--- src/rtl/kas_pkg.sv ---
package kas_pkg;

   // Vector and knot limits.
   localparam int MAX_ORDER  = 16;
   localparam int KNOT_WIDTH = 32;

   // Fixed field widths of the ports.
   localparam int ORDER_W  = 5;
   localparam int AVG_W    = 32;
   localparam int STATUS_W = 2;

   // Derived sizes.
   localparam int WIN_DEPTH = MAX_ORDER - 1;
   localparam int IDX_W     = (WIN_DEPTH > 1) ? $clog2(WIN_DEPTH) : 1;
   localparam int COUNT_W   = $clog2(MAX_ORDER + 1);
   localparam int SUM_W     = KNOT_WIDTH + $clog2(WIN_DEPTH);
   localparam int DIV_W     = $clog2(MAX_ORDER);
   localparam int STEP_W    = $clog2(SUM_W + 1);

   localparam logic [ORDER_W-1:0] ORDER_RESET = ORDER_W'(2);

   typedef enum logic [STATUS_W-1:0] {
      STATUS_AVG   = 2'd0,
      STATUS_EMPTY = 2'd1,
      STATUS_SHORT = 2'd2
   } status_type;

endpackage

--- src/rtl/kas_stream_if.sv ---
interface kas_req_if;
   logic                                 valid;
   logic                                 ready;
   logic signed [kas_pkg::KNOT_WIDTH-1:0] knot;
   logic                                 last;

   modport source (output valid, knot, last, input ready);
   modport sink (input valid, knot, last, output ready);
endinterface

interface kas_rsp_if;
   logic                               valid;
   logic                               ready;
   logic signed [kas_pkg::AVG_W-1:0]    average;
   logic [kas_pkg::STATUS_W-1:0]       status;
   logic                               last_out;

   modport source (output valid, average, status, last_out, input ready);
   modport sink (input valid, average, status, last_out, output ready);
endinterface

--- src/rtl/knot_average_stream_top.sv ---
// Greville knot averages over a streamed knot vector.
// Requests arrive on req_if: one signed Q16.16 knot per request, with last set on
// the final knot of a vector. Results leave on rsp_if: an average (truncated toward
// zero), a status code and last_out. The spline order resets to 2; the user must
// write it through csr_we and csr_wdata only while the block is idle, which the
// block does not enforce. Knot m of a vector (from 0) with m >= order gives the
// mean of the order-1 knots before it. A vector that ends without any average
// gives one status response: empty when its length equals order, too short when
// it is less. A knot that gives an average is summed one window entry per cycle,
// then divided by order-1 in a radix-2 restoring divider that retires one quotient
// bit per cycle over the 36-bit sum; the result is loaded into the output register
// in ST_FIN, and the next request is taken back in ST_IDLE. A knot with no average
// goes straight from ST_IDLE to ST_FIN. One knot is in work at a time.
// The response sits in an output register, so the next request is accepted while
// it waits. If rsp_if.ready stays low, the following result is held inside the
// block until the output register frees up, and no request is taken meanwhile.
// Reset is synchronous: it drops any work in flight and any pending response,
// clears the vector counters and sets the order back to 2.
module knot_average_stream_top (
   input  logic                         clock,
   input  logic                         reset,
   kas_req_if.sink                      req_if,
   kas_rsp_if.source                    rsp_if,
   input  logic                         csr_we,
   input  logic [kas_pkg::ORDER_W-1:0]  csr_wdata
);

   typedef enum logic [2:0] {
      ST_IDLE,
      ST_SUM,
      ST_ABS,
      ST_DIV,
      ST_FIN
   } state_type;

   state_type                              state_ff, state_in;
   logic [kas_pkg::ORDER_W-1:0]            order_ff, order_in;
   logic signed [kas_pkg::KNOT_WIDTH-1:0]  window_ff [kas_pkg::WIN_DEPTH];
   logic signed [kas_pkg::KNOT_WIDTH-1:0]  window_in [kas_pkg::WIN_DEPTH];
   logic signed [kas_pkg::KNOT_WIDTH-1:0]  knot_ff, knot_in;
   logic                                   last_ff, last_in;
   logic [kas_pkg::COUNT_W-1:0]            k_ff, k_in;
   logic [kas_pkg::COUNT_W-1:0]            count_ff, count_in;
   logic                                   emitted_ff, emitted_in;
   logic                                   emit_now_ff, emit_now_in;
   logic [kas_pkg::IDX_W-1:0]              idx_ff, idx_in;
   logic [kas_pkg::SUM_W-1:0]              acc_ff, acc_in;
   logic [kas_pkg::DIV_W-1:0]              rem_ff, rem_in;
   logic [kas_pkg::STEP_W-1:0]             step_ff, step_in;
   logic                                   neg_ff, neg_in;
   logic                                   rsp_valid_ff, rsp_valid_in;
   logic signed [kas_pkg::AVG_W-1:0]       rsp_average_ff, rsp_average_in;
   kas_pkg::status_type                    rsp_status_ff, rsp_status_in;
   logic                                   rsp_last_ff, rsp_last_in;

   logic [kas_pkg::COUNT_W-1:0]            eff_order;
   logic [kas_pkg::DIV_W-1:0]              divisor;
   logic [kas_pkg::DIV_W:0]                trial;
   logic                                   trial_ge;
   logic signed [kas_pkg::SUM_W-1:0]       win_ext;
   logic signed [kas_pkg::SUM_W-1:0]       quotient;
   logic                                   need_rsp;
   logic                                   rsp_free;

   always_comb begin
      if (order_ff < kas_pkg::ORDER_W'(2)) begin
         eff_order = kas_pkg::COUNT_W'(2);
      end else if (int'(order_ff) > kas_pkg::MAX_ORDER) begin
         eff_order = kas_pkg::COUNT_W'(kas_pkg::MAX_ORDER);
      end else begin
         eff_order = kas_pkg::COUNT_W'(order_ff);
      end
   end

   assign divisor  = kas_pkg::DIV_W'(k_ff - kas_pkg::COUNT_W'(1));
   assign trial    = {rem_ff, acc_ff[kas_pkg::SUM_W-1]};
   assign trial_ge = trial >= {1'b0, divisor};
   assign win_ext  = kas_pkg::SUM_W'(window_ff[idx_ff]);
   assign quotient = neg_ff ? -$signed(acc_ff) : $signed(acc_ff);
   // A response is due for an average, or as a status response when the vector ends without any average.
   assign need_rsp = emit_now_ff || (last_ff && !emitted_ff);
   assign rsp_free = !rsp_valid_ff || rsp_if.ready;

   assign req_if.ready    = (state_ff == ST_IDLE);
   assign rsp_if.valid    = rsp_valid_ff;
   assign rsp_if.average  = rsp_average_ff;
   assign rsp_if.status   = rsp_status_ff;
   assign rsp_if.last_out = rsp_last_ff;

   always_comb begin
      state_in       = state_ff;
      order_in       = csr_we ? csr_wdata : order_ff;
      window_in      = window_ff;
      knot_in        = knot_ff;
      last_in        = last_ff;
      k_in           = k_ff;
      count_in       = count_ff;
      emitted_in     = emitted_ff;
      emit_now_in    = emit_now_ff;
      idx_in         = idx_ff;
      acc_in         = acc_ff;
      rem_in         = rem_ff;
      step_in        = step_ff;
      neg_in         = neg_ff;
      rsp_valid_in   = rsp_valid_ff && !rsp_if.ready;
      rsp_average_in = rsp_average_ff;
      rsp_status_in  = rsp_status_ff;
      rsp_last_in    = rsp_last_ff;

      unique case (state_ff)
         ST_IDLE: begin
            if (req_if.valid) begin
               knot_in     = req_if.knot;
               last_in     = req_if.last;
               k_in        = eff_order;
               emit_now_in = count_ff >= eff_order;
               idx_in      = '0;
               acc_in      = '0;
               state_in    = (count_ff >= eff_order) ? ST_SUM : ST_FIN;
            end
         end
         ST_SUM: begin
            acc_in = acc_ff + win_ext;
            idx_in = idx_ff + kas_pkg::IDX_W'(1);
            if (idx_ff == kas_pkg::IDX_W'(k_ff - kas_pkg::COUNT_W'(2))) begin
               state_in = ST_ABS;
            end
         end
         ST_ABS: begin
            // The divider works on the magnitude; the sign is put back at the end.
            neg_in   = acc_ff[kas_pkg::SUM_W-1];
            acc_in   = acc_ff[kas_pkg::SUM_W-1] ? -acc_ff : acc_ff;
            rem_in   = '0;
            step_in  = '0;
            state_in = ST_DIV;
         end
         ST_DIV: begin
            // Dividend bits shift out at the top while quotient bits enter below.
            rem_in  = trial_ge ? kas_pkg::DIV_W'(trial - {1'b0, divisor})
                               : kas_pkg::DIV_W'(trial);
            acc_in  = {acc_ff[kas_pkg::SUM_W-2:0], trial_ge};
            step_in = step_ff + kas_pkg::STEP_W'(1);
            if (step_ff == kas_pkg::STEP_W'(kas_pkg::SUM_W - 1)) begin
               state_in = ST_FIN;
            end
         end
         ST_FIN: begin
            if (!need_rsp || rsp_free) begin
               if (need_rsp) begin
                  rsp_valid_in = 1'b1;
                  if (emit_now_ff) begin
                     rsp_average_in = kas_pkg::AVG_W'(quotient);
                     rsp_status_in  = kas_pkg::STATUS_AVG;
                     rsp_last_in    = last_ff;
                  end else begin
                     rsp_average_in = '0;
                     rsp_status_in  = ({1'b0, count_ff} + 1'b1 == {1'b0, k_ff})
                                      ? kas_pkg::STATUS_EMPTY : kas_pkg::STATUS_SHORT;
                     rsp_last_in    = 1'b1;
                  end
               end
               for (int i = kas_pkg::WIN_DEPTH - 1; i > 0; i--) begin
                  window_in[i] = window_ff[i-1];
               end
               window_in[0] = knot_ff;
               // Old window entries are never read before they are overwritten
               // in the next vector, so the end of a vector only clears counters.
               if (last_ff) begin
                  count_in   = '0;
                  emitted_in = 1'b0;
               end else begin
                  count_in   = (count_ff == kas_pkg::COUNT_W'(kas_pkg::MAX_ORDER))
                               ? count_ff : count_ff + kas_pkg::COUNT_W'(1);
                  emitted_in = emitted_ff || emit_now_ff;
               end
               state_in = ST_IDLE;
            end
         end
         default: begin
            state_in = ST_IDLE;
         end
      endcase
   end

   always_ff @(posedge clock) begin
      window_ff      <= window_in;
      knot_ff        <= knot_in;
      last_ff        <= last_in;
      k_ff           <= k_in;
      emit_now_ff    <= emit_now_in;
      idx_ff         <= idx_in;
      acc_ff         <= acc_in;
      rem_ff         <= rem_in;
      step_ff        <= step_in;
      neg_ff         <= neg_in;
      rsp_average_ff <= rsp_average_in;
      rsp_status_ff  <= rsp_status_in;
      rsp_last_ff    <= rsp_last_in;
      if (reset) begin
         state_ff     <= ST_IDLE;
         order_ff     <= kas_pkg::ORDER_RESET;
         count_ff     <= '0;
         emitted_ff   <= 1'b0;
         rsp_valid_ff <= 1'b0;
      end else begin
         state_ff     <= state_in;
         order_ff     <= order_in;
         count_ff     <= count_in;
         emitted_ff   <= emitted_in;
         rsp_valid_ff <= rsp_valid_in;
      end
   end

endmodule

--- src/flat_wrapper.sv ---
// flat-port wrapper written by rule: the top's interface ports become plain ports
module knot_average_stream_top_flat 
  (clock, reset, csr_we, csr_wdata, req_if_valid, req_if_knot, req_if_last, req_if_ready, rsp_if_valid, rsp_if_average, rsp_if_status, rsp_if_last_out, rsp_if_ready);
  kas_req_if req_if_i ();
  kas_rsp_if rsp_if_i ();
  input  logic clock;
  input  logic reset;
  input  logic csr_we;
  input  logic [kas_pkg::ORDER_W-1:0] csr_wdata;
  input wire logic [$bits(req_if_i.valid)-1:0] req_if_valid;
  input wire logic [$bits(req_if_i.knot)-1:0] req_if_knot;
  input wire logic [$bits(req_if_i.last)-1:0] req_if_last;
  output wire logic [$bits(req_if_i.ready)-1:0] req_if_ready;
  output wire logic [$bits(rsp_if_i.valid)-1:0] rsp_if_valid;
  output wire logic [$bits(rsp_if_i.average)-1:0] rsp_if_average;
  output wire logic [$bits(rsp_if_i.status)-1:0] rsp_if_status;
  output wire logic [$bits(rsp_if_i.last_out)-1:0] rsp_if_last_out;
  input wire logic [$bits(rsp_if_i.ready)-1:0] rsp_if_ready;
  assign req_if_i.valid = req_if_valid;
  assign req_if_i.knot = req_if_knot;
  assign req_if_i.last = req_if_last;
  assign req_if_ready = req_if_i.ready;
  assign rsp_if_valid = rsp_if_i.valid;
  assign rsp_if_average = rsp_if_i.average;
  assign rsp_if_status = rsp_if_i.status;
  assign rsp_if_last_out = rsp_if_i.last_out;
  assign rsp_if_i.ready = rsp_if_ready;
  knot_average_stream_top u_core (.clock(clock), .reset(reset), .req_if(req_if_i), .rsp_if(rsp_if_i), .csr_we(csr_we), .csr_wdata(csr_wdata));
endmodule
--- config.mk ---
export PLATFORM = sky130hd
export DESIGN_NAME = knot_average_stream_top_flat
export DESIGN_NICKNAME = d
export VERILOG_FILES = /design/src/rtl/kas_pkg.sv /design/src/rtl/kas_stream_if.sv /design/src/rtl/knot_average_stream_top.sv /design/src/flat_wrapper.sv
export SDC_FILE = /design/constraint.sdc
export NUM_CORES = 1
export LEC_CHECK = 0
export ABC_AREA = 1
export ABC_CLOCK_PERIOD_IN_PS = 12950
export BUFFER_PORTS_ARGS = -buffer_cell sky130_fd_sc_hd__buf_4
export CORE_MARGIN = 2
export CORE_UTILIZATION = 56
export DETAILED_ROUTE_END_ITERATION = 10
export PLACE_DENSITY = 0.78
export SYNTH_ARGS = -nofsm -noshare
export SYNTH_HDL_FRONTEND = slang
export SYNTH_SLANG_ARGS = --single-unit
--- constraint.sdc ---
create_clock -name clock -period 12.95 [get_ports clock]
set_input_delay 3.2375 -clock clock [delete_from_list [all_inputs] [get_ports clock]]
set_output_delay 3.2375 -clock clock [all_outputs]
set_load 0.01 [all_outputs]
==> metrics, run 1 <==
post-CTS setup buffer count=0; final hold violation count=0; vias in the first global route=19290; Slew Viols, Final=0; Post-Synthesis Net Count=2687; RSZ-0062 raised after global routing=no; final core occ=62.6%; Synth Area per Inst=10.9 sq um; Max Buffers Root-to-Sink=3; largest net degree at the start of global routing=228; Clock Sinks=620; Seq pwr share=39.8%; antenna violations before repair=0; worst endpoint required time=13180 ps; Seq. cell area=18500 sq um; CP Capture Type=flip-flop; critical path class=input port to flip-flop; hold-fix buffers at CTS=0; initial detailed-routing violation count=2530; Worst slew margin=22.3%; Net count, final=2729; post-DP HPWL=42.6 mm; Max Freq=165 MHz; Mapped Cells=2590; DR pass1 iterations=6; htree depth=2; Int Pwr=4800 uW; final setup fails=0; Peak VDD IR=0.170 mV; Comb power frac=39.0%; detailed-route wire length per cell=19.9 um; Pwr Density=258 nW/um^2; Sw Ratio=40.6%; worst min path class=flip-flop to flip-flop; # diodes=0; worst-path maximum fanout=173; # fillers=3793; Worst EP arrival=6280 ps; setup TNS=0 ps; Via Count=20017; Post-synth EDFFs=605; ANT nets after route=0; CTS tree=done; predominant post-synthesis flop cell=edfxtp_1; final worst setup slack=6890 ps; Leakage=0.0113 uW; Final Wtd Congestion=0.935; fin crit share=46.8%; Clock Power Share=21.2%; Multi-input gate area=8500 sq um; CTS Root Buffer Type=clkbuf_16; worst-margin pin slew=1160 ps; Die Height=229 um; critical-path cell list=buf_4, nor2_1, inv_1, nor2_1, nor2_4, buf_12, buf_4, buf_4; CP max-delay cell=buf_4; CP startpoint kind=input port; first-pass GRT wire length=105 mm; share of layout cells above drive strength 1=8.40%; clock skew=24.6 ps; synth unique cells=48; most common cell after layout, fill and taps aside=edfxtp_1; Max-cap violations=0; register bit total from synthesis=620; post-DR vias/cell=5.97; cell mode on critical path=buf_4; status=finished clean; clock insertion delay at the later pin of the skew report=620 ps; pre-CTS setup slack=6300 ps; Num CTS Buffers=60; Area Overhead vs Synth=10.8%; post-synthesis sequential area ratio=65.4%; Tmin final=6060 ps; I/O Pins=80; WL final=66.8 mm; CTS clk-pin slew, worst paths=60 ps; gr usage total=25.2%; cts repair resizes=0; DRC Markers=0; total gr overflow=0; Core ar.=50000 sq um; most frequent cells in the layout=edfxtp_1, nor2_1, nand2_1; initial core utilization=56.5%; Yosys warning count=0; FP Rows=82; synthesized area=28200 sq um; hold_ws=416 ps; net switching power=3270 uW; full die area=52200 sq um; Crit path largest cell delay=910 ps; FFs w/ async S/R, synth=0%; Die Width=229 um; number of I/O port buffers=79
## worst max-delay path: cells and delay by family
kind	cells	cell delay, ps
buffers and inverters	5	2500
and+or+nand+nor	3	260
## layout make-up
class	instances	area share (%)
Timing Repair Buffer	99	2.46
Clock inverter	33	1.02
Inverter	205	2.48
Clock buffer	76	5.16
Multi-Input combinational cell	1646	27.2
Sequential cell	620	59.0
Tap cell	672	2.69
## state kept, by name, summed over array words and instances, names as in the netlist, 2 cells and up
signal and count:
u_core.step_ff 6, u_core.acc_ff 36, u_core.count_ff 5, u_core.state_ff 3
u_core.window_ff 480, u_core.idx_ff 4, u_core.order_ff 5, u_core.knot_ff 32
u_core.rem_ff 4, u_core.rsp_if.status 2, u_core.k_ff 5, u_core.rsp_if.average 32
## power by group through the flow
stage / clock network, uW / registers (uW) / logic [uW]
finish: 1710 / 3210 / 3150
global route: 1810 / 3250 / 3500
CTS: 1730 / 3200 / 3130
detailed placement: 0 / 3240 / 3110
global placement: 0 / 3210 / 3030
floorplan: 0 / 3260 / 2210
## synth_stat cells (26+ instances only)
cell	count	area, sq um
edfxtp_1	605	18200
o21ai_0	324	1620
nand3_1	131	656
o211ai_1	37	278
clkbuf_1	81	304
a21oi_1	91	455
o22ai_1	45	282
o21ai_1	26	130
buf_2	29	145
o221ai_1	66	578
nor2_1	377	1420
ha_1	52	651
nand2_1	367	1380
inv_1	197	739
## per-stage QoR
step | cells | power, uW | area (sq um)
2_1_floorplan | 2590 | 5460 | 28200
3_3_place_gp | 3242 | 6240 | 29300
3_5_place_dp | 3242 | 6350 | 29300
4_1_cts | 3351 | 8060 | 31300
5_1_grt | 3351 | 8560 | 31300
6_report | 3351 | 8070 | 31300
## cell families after synthesis
group / Yosys count / share of synthesized area [%]
compound gates: 609 / 12.4
flops: 620 / 65.4
buf+inv: 324 / 4.59
xor+xnor: 38 / 1.18
simple gates: 945 / 14.0
fa+ha+maj: 54 / 2.45
## path summary, 6_finish.rpt
check,startpoint,to,slack [ps],depth (start not counted)
max reg2reg,u_core.idx_ff[0],u_core.acc_ff[32],7580,21
min reg2reg,u_core.knot_ff[8],u_core.window_ff[456],420,0
max,rsp_if_ready,u_core.window_ff[371],6890,8
min,u_core.knot_ff[8],u_core.window_ff[456],420,0
## per-layer routing
layer,GRT usage (%),share of wire (%)
met1,35.7,43
met5,0,0
met3,3.85,7.1
met2,40.5,48
met4,8.05,2.5
No activity file was read; power rests on OpenSTA's default activity.
==> inputs of run 2 (changes only) <==
--- a/config.mk
+++ b/config.mk
@@ -6,12 +6,12 @@
 export NUM_CORES = 1
 export LEC_CHECK = 0
 export ABC_AREA = 1
-export ABC_CLOCK_PERIOD_IN_PS = 12950
+export ABC_CLOCK_PERIOD_IN_PS = 5700
 export BUFFER_PORTS_ARGS = -buffer_cell sky130_fd_sc_hd__buf_4
 export CORE_MARGIN = 2
-export CORE_UTILIZATION = 56
+export CORE_UTILIZATION = 60
 export DETAILED_ROUTE_END_ITERATION = 10
-export PLACE_DENSITY = 0.78
+export PLACE_DENSITY = 0.79
 export SYNTH_ARGS = -nofsm -noshare
 export SYNTH_HDL_FRONTEND = slang
 export SYNTH_SLANG_ARGS = --single-unit
==> constraint.sdc (replaced) <==
create_clock -name clock -period 5.7 [get_ports clock]
set_input_delay 1.425 -clock clock [delete_from_list [all_inputs] [get_ports clock]]
set_output_delay 1.425 -clock clock [all_outputs]
set_load 0.01 [all_outputs]
==> metrics, run 2 (same netlist as run 1, synthesis figures left out) <==
CP Capture Type=flip-flop; Die Height=221 um; worst endpoint required time=6080 ps; # fillers=3337; CTS clk-pin slew, worst paths=60 ps; detailed-route wire length per cell=21.3 um; antenna violations before repair=1; post-DR vias/cell=6.13; Peak VDD IR=0.334 mV; WL final=70.4 mm; share of layout cells above drive strength 1=9.24%; most common cell after layout, fill and taps aside=edfxtp_1; RSZ-0062 raised after global routing=no; hold-fix buffers at CTS=0; fin area=31500 sq um; Area Overhead vs Synth=11.5%; Max-cap violations=0; worst-margin pin slew=1140 ps; R2R depth=15; Worst slew margin=24.2%; Worst EP arrival=4630 ps; post-DP HPWL=45.4 mm; Max Buffers Root-to-Sink=3; ANT nets after route=0; DRC Markers=0; first-pass GRT wire length=110 mm; Max Freq=235 MHz; Multi-input gate area=8500 sq um; Biggest register=u_core.window_ff; critical path class=flip-flop to flip-flop; RR Startpoint=u_core.idx_ff[0]; Core ar.=46500 sq um; min-delay src=u_core.knot_ff[12]; Num CTS Buffers=61; worst min path class=flip-flop to flip-flop; Clock Sinks=620; Largest register FFs=480; post-CTS setup buffer count=0; top flop regs=u_core.window_ff: 480 flops, u_core.acc_ff: 36 flops; Bufs and invs on worst path=3; CP max-delay cell=o21ai_1; Via Count=20264; hold path cells=0; gr usage total=28.4%; worst-path maximum fanout=83; Net count, final=2742; cts repair resizes=0; fin crit share=74.5%; CTS Root Buffer Type=clkbuf_16; Die Width=221 um; hold_ws=419 ps; final hold violation count=0; number of I/O port buffers=79; Final Wtd Congestion=0.938; clock skew=25.9 ps; initial detailed-routing violation count=2678; placed inst area=29400 sq um; full die area=48800 sq um; Seq. cell area=18500 sq um; status=finished clean; initial core utilization=60.8%; most frequent cells in the layout=edfxtp_1, nor2_1, nand2_1; CP startpoint kind=flip-flop; PnR Total Power=18800 uW; Hold Path End=u_core.window_ff[460]; clock insertion delay at the later pin of the skew report=640 ps; R2R setup slack=1450 ps; Tmin final=4250 ps; vias in the first global route=19543; largest net degree at the start of global routing=230; Slew Viols, Final=0; final core occ=67.7%; CP delay by family, top=compound AO/OA/AOI/OAI gates; Crit path largest cell delay=510 ps; Leakage=0.0114 uW; I/O Pins=80; reg2reg end=u_core.acc_ff[34]; final setup fails=0; total gr overflow=0; Pwr Density=596 nW/um^2; htree depth=2; critical-path cell list=inv_6, buf_4, o21ai_0, o22ai_1, nor2_1, o21ai_1, ha_1, a21oi_1, o21ai_0, inv_1, nand2_1, a21oi_1, nand3_1, nand3_1, nand2_1; CTS tree=done; FP Rows=79; DR pass1 iterations=7
[run 2: cell count changes in the layout (fill, tap and decap cells not counted), moves of 2 or more]
cell | previous run | this run
clkinv_1 | 13 | 15
clkinvlp_4 | 2 | 5
inv_8 | 0 | 2
clkinv_2 | 12 | 15
clkbuf_1 | 13 | 7
nor2_2 | 6 | 8
buf_12 | 2 | 8
buf_4 | 97 | 102
nor2_1 | 375 | 373
inv_6 | 1 | 4
[run 2: per-stage QoR]
stage / setup WS [ps] / instances / TNS [ps]
final: 1450 / 3304 / 0
after global routing: 1130 / 3303 / 0
after CTS: 1490 / 3302 / 0
after detailed placement: 1550 / 3188 / 0
after global placement: 1600 / 3188 / 0
after floorplan: -4620 / 2590 / -1664640
[run 2: metal layers]
layer | GRT usage (%) | vias to the layer above | part of all wire, %
met3 | 3.69 | 132 | 6.7
met1 | 39.5 | 9874 | 41
li1 | - | 9357 | -
met2 | 47.1 | 901 | 49
met5 | 0 | - | 0
met4 | 9.18 | 0 | 3.1
[run 2: worst max-delay path by stage]
stage / startpoint / slack [ps] / endpoint / depth (start not counted)
floorplan: rsp_if_ready / -4620 / u_core.count_ff[3] / 8
global placement: u_core.idx_ff[1] / 1600 / u_core.acc_ff[32] / 21
detailed placement: u_core.idx_ff[1] / 1550 / u_core.acc_ff[32] / 21
CTS: u_core.idx_ff[0] / 1490 / u_core.acc_ff[34] / 15
global route: u_core.idx_ff[1] / 1130 / u_core.acc_ff[32] / 21
finish: u_core.idx_ff[0] / 1450 / u_core.acc_ff[34] / 15
[run 2: report_power, final]
| group | total, uW | switching [uW] | internal [uW] |
|---|---|---|---|
| clock | 4040 | 1760 | 2280 |
| combinational | 7430 | 5280 | 2140 |
| sequential | 7290 | 687 | 6610 |
| total | 18800 | 7740 | 11000 |
[run 2: layout make-up]
type | count | share of cell area, %
diodes | 1 | 0.00795
clock buffers | 69 | 5.01
clock inverters | 45 | 1.38
inverters | 205 | 2.46
multi-input cells | 1646 | 27.0
flip-flops and latches | 620 | 58.7
well taps | 607 | 2.41
repair buffers | 111 | 3.03
==> inputs of run 3 (changes only) <==
--- a/config.mk
+++ b/config.mk
@@ -6,7 +6,7 @@
 export NUM_CORES = 1
 export LEC_CHECK = 0
 export ABC_AREA = 1
-export ABC_CLOCK_PERIOD_IN_PS = 5700
+export ABC_CLOCK_PERIOD_IN_PS = 4300
 export BUFFER_PORTS_ARGS = -buffer_cell sky130_fd_sc_hd__buf_4
 export CORE_MARGIN = 2
 export CORE_UTILIZATION = 60
==> constraint.sdc (replaced) <==
create_clock -name clock -period 4.3 [get_ports clock]
set_input_delay 1.075 -clock clock [delete_from_list [all_inputs] [get_ports clock]]
set_output_delay 1.075 -clock clock [all_outputs]
set_load 0.01 [all_outputs]
==> metrics, run 3 (same netlist as run 1, synthesis figures left out) <==
critical path class=flip-flop to flip-flop; Final Wtd Congestion=0.993; antenna violations before repair=0; top flop regs=u_core.window_ff: 480 flops, u_core.acc_ff: 36 flops; cell mode on critical path=o21ai_0; Crit path largest cell delay=570 ps; CP Capture Type=flip-flop; CTS clk-pin slew, worst paths=60 ps; final setup fails=0; most common cell after layout, fill and taps aside=edfxtp_1; Leakage=0.0115 uW; grt met1 use=39.3%; FP Rows=79; post-DR vias/cell=6.11; final worst setup slack=410 ps; Bufs and invs on worst path=2; R2R setup slack=410 ps; critical-path cell list=buf_12, buf_4, o21ai_0, o21ai_0, o21ai_0, o21ai_1, ha_1, a21oi_1, o21ai_0, a21oi_1, nand2_1, or2_2, nand3_1, nand2_1; worst-path maximum fanout=61; Clock Power Share=21.1%; net switching power=10100 uW; share of layout cells above drive strength 1=9.63%; DRC Markers=0; number of I/O port buffers=79; met3 usage in global routing=3.33%; initial detailed-routing violation count=2515; hold-fix buffers at CTS=0; post-CTS setup buffer count=0; hold_ws=413 ps; clock skew=20.5 ps; vias in the first global route=19466; Pwr Density=786 nW/um^2; fin crit share=90.5%; Int Pwr=14800 uW; Biggest register=u_core.window_ff; I/O Pins=80; Slew Viols, Final=0; first-pass GRT wire length=109 mm; status=finished clean; full die area=48800 sq um; RSZ-0062 raised after global routing=no; Worst slew margin=16.9%; # diodes=0; post-DP HPWL=45.5 mm; worst endpoint required time=4660 ps; CP max-delay cell=buf_4; worst-margin pin slew=1240 ps; Via Count=20275; detailed-route wire length per cell=21.0 um; pre-CTS setup slack=498 ps; most frequent cells in the layout=edfxtp_1, nor2_1, nand2_1; final hold violation count=0; gr usage total=28.1%; initial core utilization=60.8%; setup TNS=0 ps; Comb power frac=40.2%; Net count, final=2762; largest net degree at the start of global routing=100; Worst EP arrival=4250 ps; total gr overflow=0; Area Overhead vs Synth=12.1%; Max Buffers Root-to-Sink=3; cts repair resizes=0; Die Width=221 um; CTS tree=done; DR pass1 iterations=5; met2 global-route usage=46.1%; Peak VDD IR=0.513 mV; Clock Sinks=620; Largest register FFs=480; CTS Root Buffer Type=clkbuf_16; CP delay by family, top=compound AO/OA/AOI/OAI gates; Core ar.=46500 sq um; Seq pwr share=38.7%; worst min path class=flip-flop to flip-flop; htree depth=2; Max-cap violations=0; Sw Ratio=40.5%; Max Freq=257 MHz; Tmin final=3890 ps; Die Height=221 um; Num CTS Buffers=59; grt peak-use layer=met2; final core occ=68.1%; clock insertion delay at the later pin of the skew report=620 ps; ANT nets after route=0; CP startpoint kind=flip-flop; WL final=69.8 mm
[run 3: final timing paths]
path                      start               endpoint  cells after the start
max            u_core.idx_ff[0]      u_core.acc_ff[18]                     14
min          u_core.knot_ff[31]  u_core.window_ff[479]                      0
max reg2reg    u_core.idx_ff[0]      u_core.acc_ff[18]                     14
min reg2reg  u_core.knot_ff[31]  u_core.window_ff[479]                      0
[run 3: area by class of cell]
class | count | area [sq um]
clock inverter | 34 | 388
tap | 607 | 759
multi-input combinational | 1646 | 8500
inverter | 205 | 776
sequential | 620 | 18500
clock buffer | 73 | 1560
fill | 3357 | 14800
timing repair buffer | 133 | 1190
[run 3: power groups by stage]
stage / combinational [uW] / sequential (uW) / clock (uW)
finish: 10000 / 9610 / 5250
global route: 11000 / 9730 / 5540
CTS: 9890 / 9590 / 5320
floorplan: 7940 / 10100 / 0
global placement: 9590 / 9610 / 0
detailed placement: 9800 / 9700 / 0
[run 3: metal layers]
metal  share of wire (%)  up-vias
met4                 3.0        0
met5                   0        -
met1                  42     9777
met3                 7.1      126
met2                  48      975
li1                    -     9397
[run 3: per-stage QoR]
step | instances | cell area [sq um] | total power [uW]
finish | 3318 | 31600 | 24900
global route | 3318 | 31600 | 26300
CTS | 3318 | 31600 | 24800
detailed placement | 3211 | 29700 | 19500
global placement | 3211 | 29700 | 19200
floorplan | 2590 | 28200 | 18100
